**src/sv/fpst_pkg.sv**
```systemverilog
// Shared constants, codes and types of the prefix-sum tree block.
`timescale 1ns / 1ps

package fpst_pkg;

	// Tree geometry
	localparam int DEPTH  = 1024;
	localparam int ADDR_W = $clog2(DEPTH);
	// Node numbers run 1..DEPTH; an upward step may reach up to 2*DEPTH
	localparam int NODE_W = $clog2(DEPTH) + 2;

	// Field widths fixed by the item format
	localparam int OP_W    = 2;
	localparam int IDX_W   = 10;
	localparam int DELTA_W = 32;
	localparam int SUM_W   = 64;

	// Opcodes
	localparam logic [OP_W-1:0] OP_ADD   = 2'd0;
	localparam logic [OP_W-1:0] OP_QUERY = 2'd1;
	localparam logic [OP_W-1:0] OP_CLEAR = 2'd2;

	// Controller states
	typedef enum logic [2:0] {
		ST_CLR,
		ST_IDLE,
		ST_ADD_RD,
		ST_ADD_WR,
		ST_QRY_HI,
		ST_QRY_LO,
		ST_QRY_FIN
	} fpst_state_t;

	// Commands from controller to datapath
	typedef struct packed {
		logic load_item;  // latch item, node = index + 1, clear accumulator
		logic load_lo;    // node = low_index for the second walk
		logic walk_rd;    // read node-1, step node down (clear lowest set bit)
		logic walk_sub;   // the read of this walk is subtracted
		logic add_wr;     // write read data + delta at node-1, step node up
		logic clr_start;  // restart the clearing sweep
		logic clr_wr;     // write zero at sweep address, advance sweep
		logic res_load;   // move accumulator into the result register
	} fpst_cmd_t;

	// Status from datapath to controller
	typedef struct packed {
		logic node_zero;  // node is 0: downward walk done
		logic node_over;  // node above DEPTH: upward walk done
		logic clr_last;   // sweep sits on the last entry
	} fpst_stat_t;

endpackage

```
**src/sv/fpst_ctrl.sv**
```systemverilog
// Controller: state machine sequencing sweeps, tree walks and the response register.
`timescale 1ns / 1ps

module fpst_ctrl
	import fpst_pkg::*;
(
	input  logic            clk,
	input  logic            arst_n,
	input  logic            in_valid,
	input  logic [OP_W-1:0] in_opcode,
	output logic            in_ready,
	input  logic            out_ready,
	output logic            out_valid,
	output fpst_cmd_t       cmd,
	input  fpst_stat_t      stat
);

	fpst_state_t state_q;
	fpst_state_t state_d;
	logic        out_valid_q;
	logic        slot_free;

	assign slot_free = !out_valid_q || out_ready;
	assign in_ready  = (state_q == ST_IDLE);
	assign out_valid = out_valid_q;

	// State and response valid registers; reset starts the clearing sweep
	always_ff @(posedge clk or negedge arst_n) begin
		if (!arst_n) begin
			state_q     <= ST_CLR;
			out_valid_q <= 1'b0;
		end else begin
			state_q <= state_d;
			if (cmd.res_load) begin
				out_valid_q <= 1'b1;
			end else if (out_ready) begin
				out_valid_q <= 1'b0;
			end
		end
	end

	// Next state and commands
	always_comb begin
		state_d = state_q;
		cmd     = '0;
		case (state_q)
			ST_CLR: begin
				cmd.clr_wr = 1'b1;
				if (stat.clr_last) begin
					state_d = ST_IDLE;
				end
			end
			ST_IDLE: begin
				if (in_valid) begin
					cmd.load_item = 1'b1;
					case (in_opcode)
						OP_ADD:   state_d = ST_ADD_RD;
						OP_QUERY: state_d = ST_QRY_HI;
						OP_CLEAR: begin
							cmd.clr_start = 1'b1;
							state_d       = ST_CLR;
						end
						default:  state_d = ST_IDLE;
					endcase
				end
			end
			ST_ADD_RD: begin
				// memory read of node-1 happens every cycle
				if (stat.node_over) begin
					state_d = ST_IDLE;
				end else begin
					state_d = ST_ADD_WR;
				end
			end
			ST_ADD_WR: begin
				cmd.add_wr = 1'b1;
				state_d    = ST_ADD_RD;
			end
			ST_QRY_HI: begin
				if (stat.node_zero) begin
					cmd.load_lo = 1'b1;
					state_d     = ST_QRY_LO;
				end else begin
					cmd.walk_rd = 1'b1;
				end
			end
			ST_QRY_LO: begin
				if (stat.node_zero) begin
					state_d = ST_QRY_FIN;
				end else begin
					cmd.walk_rd  = 1'b1;
					cmd.walk_sub = 1'b1;
				end
			end
			ST_QRY_FIN: begin
				// wait for room in the response register
				if (slot_free) begin
					cmd.res_load = 1'b1;
					state_d      = ST_IDLE;
				end
			end
			default: state_d = ST_IDLE;
		endcase
	end

endmodule

```
**config.mk**
```make
export PLATFORM = sky130hd
export DESIGN_NAME = fpst_ctrl
export DESIGN_NICKNAME = d
export VERILOG_FILES = /design/src/sv/fpst_pkg.sv /design/src/sv/fpst_ctrl.sv
export SDC_FILE = /design/constraint.sdc
export NUM_CORES = 1
export LEC_CHECK = 0
export BUFFER_PORTS_ARGS = -buffer_cell sky130_fd_sc_hd__buf_2
export CAP_MARGIN = 20
export CORE_AREA = 8 8 45 47
export DETAILED_ROUTE_END_ITERATION = 6
export DIE_AREA = 0 0 53 55
export PLACE_DENSITY = 0.51
export REMOVE_ABC_BUFFERS = 1
export SLEW_MARGIN = 5
export SYNTH_ARGS = -nofsm -noshare
export SYNTH_HDL_FRONTEND = slang
export SYNTH_SLANG_ARGS = --single-unit
```
**constraint.sdc**
```tcl
create_clock -name clk -period 1.4 [get_ports clk]
set_input_delay 0.14 -clock clk [delete_from_list [all_inputs] [get_ports clk]]
set_output_delay 0.14 -clock clk [all_outputs]
set_load 0.005 [all_outputs]
```
Word-level counts from Yosys, hierarchy flattened

Index checks and enable logic that the tools add are counted.

Reductions and logical operators: 6
Multiplexer cells: 25
Eq/ne operators: 13

Operator list:

| operator                                                              | number |
|---|---|
| 3-bit case mux with 7 select lines                                    | 1 |
| 1-bit 2-to-1 mux                                                      | 15 |
| 3-bit 2-to-1 mux                                                      | 5 |
| 2-bit inequality test, second input constant                          | 5 |
| 3-bit equality test, second input constant                            | 3 |
| 3-bit case mux with 3 select lines                                    | 1 |
| 3-bit by 2-bit equality test with 1-bit output, second input constant | 2 |
| 5-bit AND reduction                                                   | 1 |
| 2-bit 2-to-1 mux                                                      | 2 |
| 3-bit by 1-bit equality test with 1-bit output, second input constant | 1 |
| 3-bit logical NOT                                                     | 1 |
| 2-bit by 1-bit equality test with 1-bit output, second input constant | 1 |
| 2-bit equality test, second input constant                            | 1 |
| 2-bit logical NOT                                                     | 1 |
| 1-bit case mux with 2 select lines                                    | 1 |
| 2-bit nonzero test                                                    | 1 |
| 1-bit logical NOT                                                     | 1 |
| 1-bit logical OR                                                      | 1 |

Output and inout port bits: 10
Logic and storage cells: 46
Register bits after elaboration: 4

Depth between registers and ports, before layout

Gate-level depths: netlist of the first run.

Depth after elaboration: 5
Mapped depth: 4
Gate-level depth less buffers: 3

Worst setup path before layout of the first run

OpenSTA, ideal clock, no wires.

Path kind: register -> register
Start: register state_q[1]
End: register state_q[1]
Clock period less this slack: 1,034 ps
Buffers on the path: 0
Cell stages (with the launch flop): 4
Slack: 366 ps
Data required time: 1,318 ps
Arrival: 952 ps
Cells stage by stage: dfrtp_1 nand2b_2 a221o_1 o22ai_1

Cells in the longest elaborated chain, start to end: 3
Elaborated cells on any way between the ends: 14

RTL lines:

| what                                              | line            | source |
|---|---|---|
| from (decl)                                       | fpst_ctrl.sv:18 | `fpst_state_t state_q;` |
| from (signal assigned)                            | fpst_ctrl.sv:33 | `state_q <= state_d;` |
| 3-bit equality test, or another cell as far along | fpst_ctrl.sv:46 | `case (state_q)` |
| 2-bit inequality test (no line)                   | --              |  |
| 5-bit AND reduction (no line)                     | --              |  |

Parallel ways exist; a longest one is shown, timed or not.
A chain may end at the register's enable or synchronous reset.

==> results.txt, run 1 <==
The run finished with clean final reports. In the global route stage, overall resource usage came out at 0.0782. The worst-case vdd ir drop is between 400 and 500 uV. The kind of cell with the highest combined delay along the critical path is simple AND/OR/NAND/NOR gates. The library cells used most frequently in the layout, excluding fill and tap cells, are sky130_fd_sc_hd__buf_2 (17), sky130_fd_sc_hd__buf_4 (4). The area growth from synthesis to layout is 62.4%. Leaving out fill and tap cells, the most frequent cell in the layout is sky130_fd_sc_hd__buf_2. The count of unresolved DRC violations after routing came out at 0.

TritonCTS built the clock tree. The hold violation count in the final report came out at 0. The final antenna-violating net count came out at 0.

For the final database, setup skew stands at ~0.0054 ns. The sequential fraction of the synthesis area is 0.287. Across the run, the number of max-cap violations was 0.

Entering global routing, the biggest net connects 12 pins. In the final layout, the share of cells above drive strength 1 is 0.569. The cell sitting at the root of the clock tree is a sky130_fd_sc_hd__clkbuf_4. The maximum fanout encountered on the critical timing path is 3.

On the final layout, the worst hold slack is roughly 0.21 ns. The number of global-route vias before repair is roughly 420. The clock latency reported for the late side of the worst-skew pair is between 0.2 and 0.25 ns. For this design, the slowest cell found on the critical path is sky130_fd_sc_hd__dfrtp_2. The Yosys step of the flow raised 0 warnings. The die outline width is 53 microns.

The global route total overflow is 0. The worst slew margin relative to its limit is 0.871. The data required time of the critical path came out at 1.26 ns. The worst setup path is captured at an output port.

The clock transition time at the flip-flop clock pins of the worst setup and hold paths came out at around 0.04 ns. Setup repair after global routing could not meet its margin everywhere. For this block, the initial DRC count from the detailed router was 5.

The synthesized instance count came out at 40. The placeable core region came out at 1380 sq um. The number of buffers between clock root and the deepest sink came out at 2. The synthesized area per cell is approximately 8.7 sq um. In this run the cell area measured after placement is 453 sq um.

The initial cell density of the core came out at 0.252. Setup violations remaining at the end of the flow were counted as 0. The total iterations of the first detailed-routing run is 4.

By startpoint and endpoint, the worst setup path is classified as reg -> out. The number of primary I/O pins came out at 19. The final critical-path required period came out at ~1.4 ns. The slew at the pin closest to its max-slew limit is 0.193 ns. The number of buffers inserted by port buffering came out at 18. The initial antenna violation count is 0.

The CTS sink count is 4. The number of synthesized register bits is 4. The sum of routed wire length over all layers is about 1.0 mm. Yosys mapped the design onto 26 distinct sky130hd cell types. The worst setup path is launched from a register. On the worst path, the slowest cell contributes a delay of about 0.44 ns. In the final design database the tool counted 76 nets. In this run the static leakage power is between 0.0003 and 0.0004 uW. The antenna cell count is 0. From bottom edge to top edge, the die measures around 55 microns. The mean number of vias per cell came out at approximately 4.9. The total power density per cell area is around 1800 nW/um^2.

In this run the worst hold path is classified as in -> reg. In this run the cell area of the synthesized design comes to between 300 and 400 sq um. The die covers 2920 sq um. After legalization and detailed placement, the total HPWL measured between 700 and 800 microns. The standard-cell row count came out at 14. The routed layout has 396 vias. After detailed routing, the average wire length per cell comes to roughly 13 microns. The final instance area is between 500 and 600 sq um. The highest achievable clock rate came out at around 0.73 GHz. The number of buffer and inverter instances along the worst setup path came out at 1.

The cell count after placement came out at between 70 and 80. CTS built an H-tree with a depth of 1. The first-pass GRT wire length came out at 1.77 mm.

The number of buffers added by the clock tree synthesis step came out at 3. Measured on the finished design, the core utilization comes to 0.410. The congestion estimate from routability-driven global placement came to around 0.74. The final cell count without fillers came out at 81. Of the available clock period, the critical path in the final layout requires 0.977.

For the worst setup path, the data arrival time is 1.23 ns. The max-slew violation count came to 0. Traced cell by cell, the critical path runs through nor2_4 > and3_1 > and3b_1 > buf_2. The final total power came out at approximately 1000 uW.
## repair_timing
item,CTS,global route
endpoints found under the hold margin,4,0
pin swaps,0,2
endpoints found under the setup margin,2,4
setup buffers,4,0
resized for setup,4,6
cloned,0,0
hold buffers,1,0
## power breakdown
part	internal (uW)	leakage, uW	switching (uW)	total, uW
Sequential	168	0.0000476	91.6	260
Combinational	377	0.000245	241	618
Clock	96.1	0.0000138	49.6	146
Total	642	0.000306	382	1020
## flip-flops by register name (all words and copies together) (netlist names)
name       cells
out_valid      1
state_q        3
## routing by layer
metal / global-route usage / wire (microns) / vias to the layer above
met2: 0.131 / 516 / 15
met4: 0.0259 / 0 / 0
li1: - / - / 195
met1: 0.0854 / 445 / 186
met3: 0.0374 / 76 / 0
met5: 0 / 0 / -
## stage by stage
step | setup WS [ns] | setup TNS (ns)
floorplan | 0.250 | 0
global placement | 0.124 | 0
detailed placement | 0.0956 | 0
CTS | 0.0225 | 0
global route | -0.0403 | -0.102
finish | 0.0320 | 0
## worst paths after layout
check | to | from | depth (start not counted) | slack (ns)
min reg2reg | out_valid | out_valid | 2 | 0.54
max reg2reg | state_q[1] | state_q[1] | 4 | 0.12
max | cmd[2] | state_q[2] | 4 | 0.03
max in group asynchronous | state_q[0] | arst_n | 2 | 1.03
min | state_q[2] | in_opcode[0] | 3 | 0.21
min in group asynchronous | state_q[2] | arst_n | 2 | 0.23
## synthesized netlist by cell type
library cell                number  area [sq um]
sky130_fd_sc_hd__a21boi_0        1          7.51
sky130_fd_sc_hd__a21oi_1         1          5.00
sky130_fd_sc_hd__a221o_1         1          10.0
sky130_fd_sc_hd__and2_1          2          12.5
sky130_fd_sc_hd__and2b_4         1          10.0
sky130_fd_sc_hd__and3_1          1          6.26
sky130_fd_sc_hd__and3b_1         1          8.76
sky130_fd_sc_hd__buf_2           2          10.0
sky130_fd_sc_hd__buf_6           1          11.3
sky130_fd_sc_hd__dfrtp_1         4           100
sky130_fd_sc_hd__mux2_1          1          11.3
sky130_fd_sc_hd__mux2i_1         1          10.0
sky130_fd_sc_hd__nand2_1         3          11.3
sky130_fd_sc_hd__nand2b_2        2          17.5
sky130_fd_sc_hd__nand3_1         1          5.00
sky130_fd_sc_hd__nand3b_1        1          7.51
sky130_fd_sc_hd__nand3b_2        1          11.3
sky130_fd_sc_hd__nor2_1          4          15.0
sky130_fd_sc_hd__nor2b_1         1          6.26
sky130_fd_sc_hd__nor3_1          2          10.0
sky130_fd_sc_hd__nor3b_2         1          12.5
sky130_fd_sc_hd__o21ai_1         1          5.00
sky130_fd_sc_hd__o21ba_1         1          10.0
sky130_fd_sc_hd__o21bai_1        1          7.51
sky130_fd_sc_hd__o22ai_1         3          18.8
sky130_fd_sc_hd__o2bb2ai_1       1          8.76
## worst min-delay path, delay by kind of cell
family,cells,cell delay [ns]
buffers and inverters,1,0.12
AO/OA/AOI/OAI,1,0.07
AND/OR/NAND/NOR,1,0.08
## kinds of logic (layout without fill, tap and decap cells)
family / Yosys count / after routing / synth area share
simple gates: 21 / 21 / 0.384
compound gates: 10 / 10 / 0.208
flops: 4 / 4 / 0.287
buf+inv: 3 / 28 / 0.0609
mux: 2 / 2 / 0.0609
## cell type report
type                            instances  area, sq um
Fill cell                             150          817
Multi-Input combinational cell         33          253
Timing Repair Buffer                   25          168
Sequential cell                         4          104
Clock buffer                            3         22.5
Tap cell                               16         20.0
Note: power is estimated with default switching activity, not from simulation.
==> run 2: changes to the inputs <==
--- a/config.mk
+++ b/config.mk
@@ -10,8 +10,9 @@
 export CORE_AREA = 8 8 45 47
 export DETAILED_ROUTE_END_ITERATION = 6
 export DIE_AREA = 0 0 53 55
+export GPL_TIMING_DRIVEN = 0
 export PLACE_DENSITY = 0.51
-export REMOVE_ABC_BUFFERS = 1
+export SETUP_SLACK_MARGIN = 0.5
 export SLEW_MARGIN = 5
 export SYNTH_ARGS = -nofsm -noshare
 export SYNTH_HDL_FRONTEND = slang
==> results.txt, run 2 (synthesis results as in run 1) <==
The flow ran to the end, and the final reports show no timing, DRC or antenna violations. The number of buffers inserted by port buffering is 18. The sum of routed wire length over all layers is 1.18 mm. The clock transition time at the flip-flop clock pins of the worst setup and hold paths is 0.04 ns.

The hold violation count in the final report came out at 0. The final critical-path required period came out at around 1.3 ns. Entering global routing, the biggest net connects 11 pins.

The met3 capacity usage during global routing came out at 0.0134. In this run, the number of DRC markers left after iteration 0 of detailed routing was 5. On the critical path, the stage with the largest delay is an instance of sky130_fd_sc_hd__dfrtp_1. The total of max-cap violations is 0.

The cell at the root of the clock tree is sky130_fd_sc_hd__clkbuf_4. Routability-driven placement finished with a final weighted congestion of 0.781. The final clock skew came out at roughly 0.0037 ns. Setup repair after global routing could not meet its margin everywhere. In the global route stage, met2 resource usage came out at 0.154. The global routing met1 resource utilization came out at 0.0733. The growth of design area from synthesis to finish is 95.0%. In this run the static leakage power is 0.000352 uW. The count of H-tree levels built during CTS came out at 1. The overall die height came out at 55 microns. Together, buffers and inverters on the worst path number 1. The worst-case vdd ir drop is 507 uV.

The mean number of vias per cell came out at slightly below 5. The number of global-route vias before repair came out at about 420. The number of buffers between clock root and the deepest sink came out at 2. The worst setup path is launched from a register.

The net count after synthesis came out at ~50. The setup TNS is 0 ns. The standard-cell row count is 14. In the finished design, the share of the clock period the worst path needs comes to 0.963. The flip-flop count of the largest register after layout is 3. After detailed routing, the average wire length per cell comes to roughly 13 microns. The detailed placer's ending HPWL came out at just under 800 microns.

The library cell used most frequently in the layout, excluding fill and tap cells, is sky130_fd_sc_hd__buf_2. The global route total overflow is 0. The placeable core region came out at ~1400 sq um. The layer carrying the most global-route usage is met2.

The arrival time of the worst setup path is approximately 1.2 ns. The worst slew margin relative to its limit is 0.882. The initial antenna violation count is 0. The detail route stage leaves a number of antenna-violating nets equal to 0. The smallest setup slack after layout is slightly above 0.05 ns. The die outline width came out at ~53 microns.

Dividing total power by cell area gives a power density of around 1900 nW/um^2. Based on the critical path, the design can be clocked at up to approximately 0.74 GHz. The first-pass GRT wire length is between 1.5 and 2 mm. The final net count is 85.

The worst hold margin is around 0.22 ns. The CTS sink count came out at 4. The flip-flop and latch area is between 100 and 150 sq um. The critical path is of the reg -> out type. The data required time of the critical path came out at around 1.3 ns. The setup violation total in the final timing report came out at 0.

The worst hold path belongs to the class in -> reg. The register ranked first by flip-flop count is state_q. The initial cell density of the core came out at 0.252.

The delay of the slowest cell on the worst path came out at 0.40 ns. The final instance area came out at between 600 and 700 sq um. After detailed routing, the number of remaining DRC violations is 0. The multi-input logic area is approximately 280 sq um.

The fraction of final layout cells with drive strength greater than 1 is 0.689. The max-slew violation count is 0. The detailed-route via count came out at 436.

The top cell types in the final layout, fill and taps aside, are sky130_fd_sc_hd__buf_2 (16), sky130_fd_sc_hd__buf_6 (10), sky130_fd_sc_hd__buf_4 (7), sky130_fd_sc_hd__dfrtp_1 (4). The number of primary I/O pins came out at 19. The placed standard-cell area is roughly 470 sq um. The clock latency reported for the late side of the worst-skew pair is approximately 0.23 ns. The total iterations of the first detailed-routing run is 4. The floorplan die area came out at 2920 sq um. The pre-CTS setup slack came out at around 0.22 ns. TritonCTS built the clock tree. The critical path goes through nor2_2 > and3_4 > and3b_1 > buf_2. The antenna cell count is 0. The maximum fanout encountered on the critical timing path is 4. The final cell count without fillers came out at 90. The number of buffers added by the clock tree synthesis step is 3.

Grouping stages by cell kind, the critical path spends the most delay in simple AND/OR/NAND/NOR gates. For the pin with the worst max-slew slack, the measured transition is 0.175 ns. The overall global routing resource usage is 0.0805. Once placement completed, the tool counted placed cells totaling 74.

The filler cell count came out at 135. The kind of end point of the critical path is an output port.
run 2: cell types whose count changed in the layout (fill, tap and decap cells not counted), sizes merged:
cell,change
buf,+9
run 2: area by class of cell:
cell class | count | area share
Multi-Input combinational cell | 33 | 0.415
Clock buffer | 3 | 0.0331
Timing Repair Buffer | 31 | 0.331
Sequential cell | 4 | 0.147
Tap cell | 16 | 0.0294
Buffer | 3 | 0.0441
run 2: worst paths after layout:
kind	from	slack, ns	to	depth (start not counted)
min reg2reg	out_valid	0.55	out_valid	2
max reg2reg	state_q[2]	0.10	state_q[1]	6
min	in_opcode[0]	0.22	state_q[2]	3
max	state_q[1]	0.05	cmd[2]	4
max in group asynchronous	arst_n	1.03	state_q[1]	2
min in group asynchronous	arst_n	0.25	state_q[2]	2
run 2: worst min-delay path: stages:
cell	delay, ns
sky130_fd_sc_hd__buf_2	0.12
sky130_fd_sc_hd__nand3_1	0.10
sky130_fd_sc_hd__o2bb2ai_2	0.06
run 2: layer usage:
metal	part of all wire	vias up	wire [microns]
met4	0.016	0	19
met2	0.54	11	639
met5	0	-	0
met3	0.073	2	86
met1	0.37	209	435
li1	-	214	-
run 2: report_power, final:
group	total (uW)	internal (uW)	leakage, uW	switching [uW]
logic	954	592	0.000287	362
registers	205	161	0.0000512	44.1
clock network	140	95.7	0.0000138	44.7
run 2: what timing repair did:
| item | in CTS | in global routing |
|---|---|---|
| buffers inserted | 7 | 5 |
| hold endpoints to repair | 4 | 0 |
| pin swaps | 12 | 5 |
| setup endpoints to repair | 12 | 12 |
| hold buffers | 1 | 0 |
| gates resized for setup | 10 | 11 |
run 2: through the flow:
stage / util / total power (uW)
floorplan: - / 567
detailed placement: 0.338 / 732
global route: 0.492 / 1380
global placement: 0.338 / 733
CTS: 0.429 / 1080
finish: 0.492 / 1300
==> run 3: changes to the inputs <==
--- a/config.mk
+++ b/config.mk
@@ -10,9 +10,10 @@
 export CORE_AREA = 8 8 45 47
 export DETAILED_ROUTE_END_ITERATION = 6
 export DIE_AREA = 0 0 53 55
-export GPL_TIMING_DRIVEN = 0
+export MAX_ROUTING_LAYER = met4
 export PLACE_DENSITY = 0.51
 export SETUP_SLACK_MARGIN = 0.5
+export SKIP_LAST_GASP = 1
 export SLEW_MARGIN = 5
 export SYNTH_ARGS = -nofsm -noshare
 export SYNTH_HDL_FRONTEND = slang
==> results.txt, run 3 (synthesis results as in run 1) <==
The critical path's slowest cell is sky130_fd_sc_hd__dfrtp_2. The area growth from synthesis to layout is 76.7%. TritonCTS built the clock tree.

The cell leakage power is between 0.0003 and 0.0004 uW. The signal on the critical path passes through buf_6 > nor3b_4 > and2_1 > buf_2. The tightest min-delay check is of the in -> reg type. Leaving out fill and tap cells, the most frequent cell in the layout is sky130_fd_sc_hd__buf_2. The net count after synthesis is a little under 50. In the global route stage, overall resource usage came out at 0.0808. Ranked by flip-flop count, first place goes to state_q. The fraction of final layout cells with drive strength greater than 1 is 0.662. The setup TNS is 0 ns.

The kind of end point of the critical path is an output port. Setup violations remaining at the end of the flow were counted as 0. Setup repair after global routing could not meet its margin everywhere. The die outline width is between 50 and 60 microns. The share of total power dissipated in the clock network is 0.135.

Registers take 104 sq um. The mean number of vias per cell came out at a little under 5. The final clock skew is 0.00342 ns. The clock reaches the later pin of the worst-skew pair after ~0.24 ns.

For this run, the detailed router's first-pass iteration total came to 3. The hold violation count in the final report is 0. The setup path with the least slack is of type reg -> out. The number of clock buffers added by TritonCTS is 3.

The detailed placer's ending HPWL came out at 785 microns. The flip-flop count of the largest register after layout is 3. The longest clock path from root to sink contains 2 buffers.

The filler cell count came out at ~140. The number of global-route vias before repair came out at between 400 and 500. The DRC marker count from the first detailed-route iteration is 8. For this run, the slowest stage of the critical path takes roughly 0.43 ns. CTS built an H-tree with a depth of 1. The CTS sink count is 4. The initial utilization of the core area, before any placement, comes to 0.252. The multi-input logic area came out at about 290 sq um. The global route total overflow came out at 0.

The net switching fraction of the power came out at 0.391. The final antenna-violating net count is 0. The total of max-cap violations came out at 0.

Cell internal power was estimated by the tool at just under 700 uW. The overall die height came out at between 50 and 60 microns. The maximum fanout encountered on the critical timing path came out at 4.

The top cell types in the final layout, fill and taps aside, are sky130_fd_sc_hd__buf_2 (18), sky130_fd_sc_hd__buf_4 (5), sky130_fd_sc_hd__buf_6 (4). The internal reg-to-reg setup slack is about 0.16 ns. The share of total power dissipated in sequential elements is 0.225.

The worst-case vdd ir drop is between 600 and 700 uV. The worst slew margin relative to its limit is 0.885. The slew at the pin closest to its max-slew limit came out at 0.171 ns. The final cell count without fillers came out at 84. After detailed routing, no signal wire sits above met4. In this run the count of I/O pins placed on the die edge is 19. The average wire length per cell after detail routing came out at approximately 14 microns. The floorplan die area is about 2900 sq um. The antenna cell count came out at 0.

The data required time of the critical path came out at 1.26 ns. The first global-routing pass estimated ~1.7 mm of wire. In this run the clock root is driven by a sky130_fd_sc_hd__clkbuf_4.

The sum of routed wire length over all layers came out at roughly 1.1 mm. The highest achievable clock rate is 0.728 GHz. The final worst-path cycle share is 0.981. The kind of start point of the critical path is a register.

The amount of wire on met3 after detailed routing came out at 97 microns. The count of unresolved DRC violations after routing came out at 0. In the final routing, the length of wire on met1 measures 420 microns. The run finished with clean final reports. The final net count is just under 80.

The initial antenna violation count came out at 0. The sum of met2 wire segment lengths after detailed routing is about 590 microns. The arrival time of the worst setup path is approximately 1.2 ns. The standard-cell row count came out at 14. The max-slew violation count was 0. Detailed routing inserted a total of 409 vias. The cell count after placement came out at 75. The region available for standard cell placement spans 1380 sq um. The switching power is between 400 and 500 uW. The total power density per cell area came out at about 1800 nW/um^2.

Entering global routing, the biggest net connects 10 pins. The number of buffers inserted by port buffering came out at 18. The combinational cell fraction of total power is 0.640. The congestion estimate from routability-driven global placement came to about 0.76. The final critical-path required period came out at approximately 1.4 ns. The clock transition time at the flip-flop clock pins of the worst setup and hold paths came out at 0.04 ns.
-- run 3: cell count changes in the layout (fill, tap and decap cells not counted), moves of 2 or more --
cell,previous run,this run
sky130_fd_sc_hd__buf_4,7,5
sky130_fd_sc_hd__buf_2,16,18
sky130_fd_sc_hd__nor2_4,0,2
sky130_fd_sc_hd__buf_6,10,4
sky130_fd_sc_hd__dfrtp_2,0,3
sky130_fd_sc_hd__dfrtp_1,4,1
-- run 3: critical path, delay by kind of cell (launching register included) --
kind          cells  cell delay [ns]
simple gates      2             0.31
flops             1             0.43
buf+inv           2             0.24
-- run 3: metal layers --
layer,vias to the layer above,track usage
li1,200,-
met1,188,0.0767
met2,16,0.139
met3,5,0.0267
met4,0,0.0517
met5,-,-
-- run 3: path summary, 6_finish.rpt --
path / from / endpoint / cells after the start
min in group asynchronous: arst_n / state_q[1] / 2
min reg2reg: out_valid / out_valid / 2
max reg2reg: state_q[2] / state_q[0] / 4
max in group asynchronous: arst_n / state_q[2] / 2
min: out_ready / out_valid / 3
max: state_q[1] / cmd[4] / 4
-- run 3: power by group through the flow --
stage / clock, uW / sequential, uW / combinational (uW)
floorplan: 0 / 198 / 369
global placement: 0 / 233 / 512
detailed placement: 0 / 233 / 505
CTS: 149 / 238 / 590
global route: 155 / 261 / 766
finish: 149 / 248 / 708
-- run 3: layout make-up --
cell class | count | share of cell area
well taps | 16 | 0.0325
multi-input cells | 33 | 0.467
repair buffers | 28 | 0.296
clock buffers | 3 | 0.0365
flip-flops and latches | 4 | 0.168
-- run 3: per-stage QoR --
step | hold slack [ns] | setup WS (ns) | area (sq um) | power [uW] | util
floorplan | -0.156 | 0.374 | 358 | 567 | -
global placement | -0.0521 | 0.207 | 474 | 745 | 0.343
detailed placement | -0.0517 | 0.194 | 474 | 738 | 0.343
CTS | 0.219 | 0.0280 | 552 | 978 | 0.399
global route | 0.234 | -0.0359 | 617 | 1180 | 0.446
finish | 0.212 | 0.0266 | 617 | 1110 | 0.446
-- run 3: timing repair --
item / 4_1_cts / 5_1_grt
setup endpoints to repair: 13 / 13
hold buffers: 1 / 0
pin swaps: 7 / 4
hold endpoints to repair: 4 / 0
cloned: 0 / 0
setup buffers: 3 / 2
gates resized for setup: 7 / 11
